<file path="src/rtl/sliding_window_median_unit_assert.svh">
// Assertion macros for the sliding window median unit.
// Depends on nothing; included by the top level.
`ifndef SLIDING_WINDOW_MEDIAN_UNIT_ASSERT_SVH
`define SLIDING_WINDOW_MEDIAN_UNIT_ASSERT_SVH
`ifndef ASSERT_OFF
`define SWM_ASSERT_IMPLY(lbl, clk, rst_n, a, b) \
    lbl: assert property (@(posedge clk) disable iff (!rst_n) (a) |-> (b)) \
        else $error("implication failed");
`define SWM_ASSERT_NEXT(lbl, clk, rst_n, a, b) \
    lbl: assert property (@(posedge clk) disable iff (!rst_n) (a) |=> (b)) \
        else $error("next-cycle check failed");
`else
`define SWM_ASSERT_IMPLY(lbl, clk, rst_n, a, b)
`define SWM_ASSERT_NEXT(lbl, clk, rst_n, a, b)
`endif
`endif

</file>
<file path="src/rtl/swm_pkg.sv">
// Shared constants and types for the sliding window median unit.
// Depends on nothing.
`default_nettype none
package swm_pkg;
    localparam int WINDOW_MAX  = 64;
    localparam int SAMPLE_BITS = 16;
    localparam int IDX_W       = $clog2(WINDOW_MAX);
    localparam int CNT_W       = IDX_W + 1;
    localparam int OUT_W       = SAMPLE_BITS + 1;

    typedef logic signed [SAMPLE_BITS-1:0] t_sample;
    typedef logic signed [OUT_W-1:0]       t_median;
    typedef logic [CNT_W-1:0]              t_count;
    typedef logic [IDX_W-1:0]              t_index;

    // controller to datapath
    typedef struct packed {
        logic accept;
        logic remove;
        logic insert;
        logic emit;
    } t_cmd;

    // datapath to controller
    typedef struct packed {
        logic full;
        logic out_free;
    } t_stat;
endpackage
`default_nettype wire

</file>
<file path="src/rtl/swm_ctrl.sv">
// Sequencer of the median unit: steps one sample through remove, insert, emit.
// Depends on swm_pkg.
`default_nettype none
module swm_ctrl (
    input  wire logic          i_clk,
    input  wire logic          i_rst_n,
    input  wire logic          i_in_valid,
    output logic               o_in_ready,
    input  wire swm_pkg::t_stat i_stat,
    output swm_pkg::t_cmd      o_cmd
);
    import swm_pkg::*;

    localparam logic [1:0] ST_IDLE   = 2'd0;
    localparam logic [1:0] ST_REMOVE = 2'd1;
    localparam logic [1:0] ST_INSERT = 2'd2;
    localparam logic [1:0] ST_EMIT   = 2'd3;

    logic [1:0] r_state, n_state;

    // next state and commands
    always_comb begin
        n_state    = r_state;
        o_cmd      = '0;
        o_in_ready = 1'b0;
        case (r_state)
            ST_IDLE: begin
                o_in_ready = 1'b1;
                if (i_in_valid) begin
                    o_cmd.accept = 1'b1;
                    n_state      = ST_REMOVE;
                end
            end
            ST_REMOVE: begin
                o_cmd.remove = i_stat.full;
                n_state      = ST_INSERT;
            end
            ST_INSERT: begin
                o_cmd.insert = 1'b1;
                n_state      = ST_EMIT;
            end
            ST_EMIT: begin
                if (!i_stat.full) begin
                    n_state = ST_IDLE;
                end else if (i_stat.out_free) begin
                    o_cmd.emit = 1'b1;
                    n_state    = ST_IDLE;
                end
            end
            default: n_state = ST_IDLE;
        endcase
    end

    always_ff @(posedge i_clk) begin
        if (!i_rst_n) begin
            r_state <= ST_IDLE;
        end else begin
            r_state <= n_state;
        end
    end
endmodule
`default_nettype wire

</file>
<file path="config.mk">
export PLATFORM = sky130hd
export DESIGN_NAME = swm_ctrl
export DESIGN_NICKNAME = d
export VERILOG_FILES = /design/src/rtl/sliding_window_median_unit_assert.svh /design/src/rtl/swm_pkg.sv /design/src/rtl/swm_ctrl.sv
export SDC_FILE = /design/constraint.sdc
export NUM_CORES = 1
export LEC_CHECK = 0
export BUFFER_PORTS_ARGS = -buffer_cell sky130_fd_sc_hd__buf_2
export CAP_MARGIN = 40
export CORE_AREA = 4 4 41 43
export DETAILED_ROUTE_END_ITERATION = 6
export DIE_AREA = 0 0 45 47
export SETUP_SLACK_MARGIN = 0.15
export SLEW_MARGIN = 20
export SYNTH_ARGS = -nofsm -noshare
export SYNTH_HDL_FRONTEND = slang
export SYNTH_SLANG_ARGS = --single-unit
</file>
<file path="constraint.sdc">
create_clock -name i_clk -period 1.47 [get_ports i_clk]
set_input_delay 0.2205 -clock i_clk [delete_from_list [all_inputs] [get_ports i_clk]]
set_output_delay 0.2205 -clock i_clk [all_outputs]
set_load 0.05 [all_outputs]
</file>
==> reports/metrics.cfg <==
[floorplan]
core_area_sq_um = 1300
row_count = 13
dieArea_sq_um = 2120
start_util = 0.137
die_w_microns = 45
die_h_microns = 47
io_pins = 10

[layout]
stdcell_area_sq_um = 348
final_util = 0.267
final_nets = 45
largest_reg_flops = 2
drive_gt1_frac = 0.706
syn_to_final_growth_pct = 95.8
top_register = r_state
nFillCells = 152
final_common_cell = buf_2
most-common-layout-cells = 5 x buf_2, 3 x nand2_1, 3 x clkbuf_4, 3 x buf_8
top_regs = r_state: 2 flops
num_antenna_cells = 0

[synthesis]
syn_avg_cell_area_sq_um = 8.88
synth-seq-cells = 2
syn_area_sq_um = 178
synth_top_area_share = 0.282
synth_top_cell_by_area = ha_1
synth.distinct_cells = 12
synth_area_leaders = ha_1 28%, dfxtp_1 23%, a2bb2oi_2 8.5%
synth.yosys.seq_area_share = 0.225
synth_nets = 29
synthCells = 20
yosys_warnings = 0

[placed_design]
gp_congestion = 0.619
place_area_sq_um = 246
dpl.hpwl_microns = 341
portBuffers = 9

[routing]
vias = 186
ant_nets = 0
routedWlPerCell_microns = 9.24
drtIter0Drc = 2
drc_errors = 0
dr.pass1.iters = 3
drt_wl_total_microns = 453
vias_per_cell = 3.80

[pwr]
power.density_nw_per_um2 = 2320
peakVddDrop_mv = 0.654
leakagePower_uw = 0.000170

[worst_setup_path]
start_kind = register
cp.required_ns = 1.25
slowest_stage = dfxtp_4
cp-end-kind = output pin
path_cells = inv_4 > ha_2 > and2_4 > buf_8
critical_path_class = reg -> out
cp_max_fo = 4
crit_arrival_ns = 1.07
cp_slowest_stage_delay_ns = 0.36

[sta]
finalSetupViolCount = 0
tightest_slew_ns = 0.248
clock-skew-final_ns = 0.00508
timing.fmax_mhz = 773
post-route-min-period_ns = 1.29
slew_headroom = 0.836
fin_crit_sh = 0.880
hold_viol_final = 0
rsz0062_at_grt = true
slew_viol_final = 0
tns_ns = 0

[grt]
gr-total-overflow = 0
grt_util_all_layers = 0.0560
grt_pass1_vias = 187
grt_max_degree = 5
antenna_found_initial = 0
grt_pass1_wl_microns = 738

[clocking]
clock_latency_ns = 0.23
h-tree-depth = 1
clk_pin_slew_ns = 0.03
clock_sinks = 2
cts_tree = yes
cts-root-buf = clkbuf_4
cts.path.max_buffers = 2
numCtsBuffers = 3

[job]
drv_cap = 0

[min_path]
hp-class = in -> reg

[status]
outcome = complete, no violations

[cell type report]
class	count	area, sq um	share of cell area
clock buffer	3	22.5	0.0647
inverter	3	13.8	0.0396
multi-input combinational	15	149	0.428
sequential	2	47.5	0.137
tap	15	18.8	0.0540
timing repair buffer	11	96.3	0.277
[cell usage after synthesis]
| cell type | number |
|---|---|
| o21ai_0 | 1 |
| and3_2 | 1 |
| nor2_1 | 1 |
| ha_1 | 4 |
| a2bb2oi_2 | 1 |
| dfxtp_1 | 2 |
| mux2i_1 | 1 |
| nand2_1 | 3 |
| inv_1 | 3 |
| and2_2 | 1 |
| and2_1 | 1 |
| o211a_1 | 1 |
[power breakdown]
| group | internal (uW) | switching (uW) | leakage, uW |
|---|---|---|---|
| sequential | 95.3 | 35.1 | 0.0000178 |
| combinational | 238 | 316 | 0.000138 |
| clock | 90.1 | 31.2 | 0.0000138 |
[worst paths after layout]
check                                              from                      end  slack [ns]  depth (start not counted)
worst max register to register  r_state[0]$_SDFFE_PN0P_  r_state[1]$_SDFFE_PN0P_        0.33                          5
worst min register to register  r_state[1]$_SDFFE_PN0P_  r_state[1]$_SDFFE_PN0P_        0.51                          2
worst min-delay path                            i_rst_n  r_state[0]$_SDFFE_PN0P_        0.24                          2
worst max-delay path            r_state[1]$_SDFFE_PN0P_                 o_cmd[2]        0.18                          4
[repair_timing]
action                     4_1_cts  5_1_grt
setup buffers                    2        0
gates resized for setup         12       11
pin swaps                        1        0
hold buffers                     0        0
setup endpoints to repair        5        5
[cells by family after synthesis]
kind of cell / after synthesis / synth area share
buffers and inverters: 3 / 0.0634
AND/OR/NAND/NOR: 7 / 0.204
AO/OA/AOI/OAI: 3 / 0.169
flip-flops: 2 / 0.225
adder cells (fa/ha/maj): 4 / 0.282
multiplexers: 1 / 0.0563
[critical path, delay by kind of cell, from the launching register on]
family | cells | cell delay [ns]
AND/OR/NAND/NOR | 1 | 0.15
flip-flops | 1 | 0.36
adder cells (fa/ha/maj) | 1 | 0.16
buffers and inverters | 2 | 0.18
[per-stage QoR]
stage                     total power (uW)  hold slack [ns]  cells  setup slack, ns
final                                  806            0.243     49            0.177
after global routing                   883            0.236     49            0.127
after CTS                              755            0.233     49            0.132
after detailed placement               522            0.482     44            0.233
after global placement                 513            0.488     44            0.259
after floorplan                        449            0.354     20            0.188
[routing by layer]
| metal | wire length, microns | GRT usage |
|---|---|---|
| met1 | 191 | 0.0611 |
| met2 | 206 | 0.0650 |
| met3 | 55 | 0.0345 |
| met4 | 0 | 0.0702 |
| met5 | 0 | 0 |
Power figures use the tool's default switching activity.
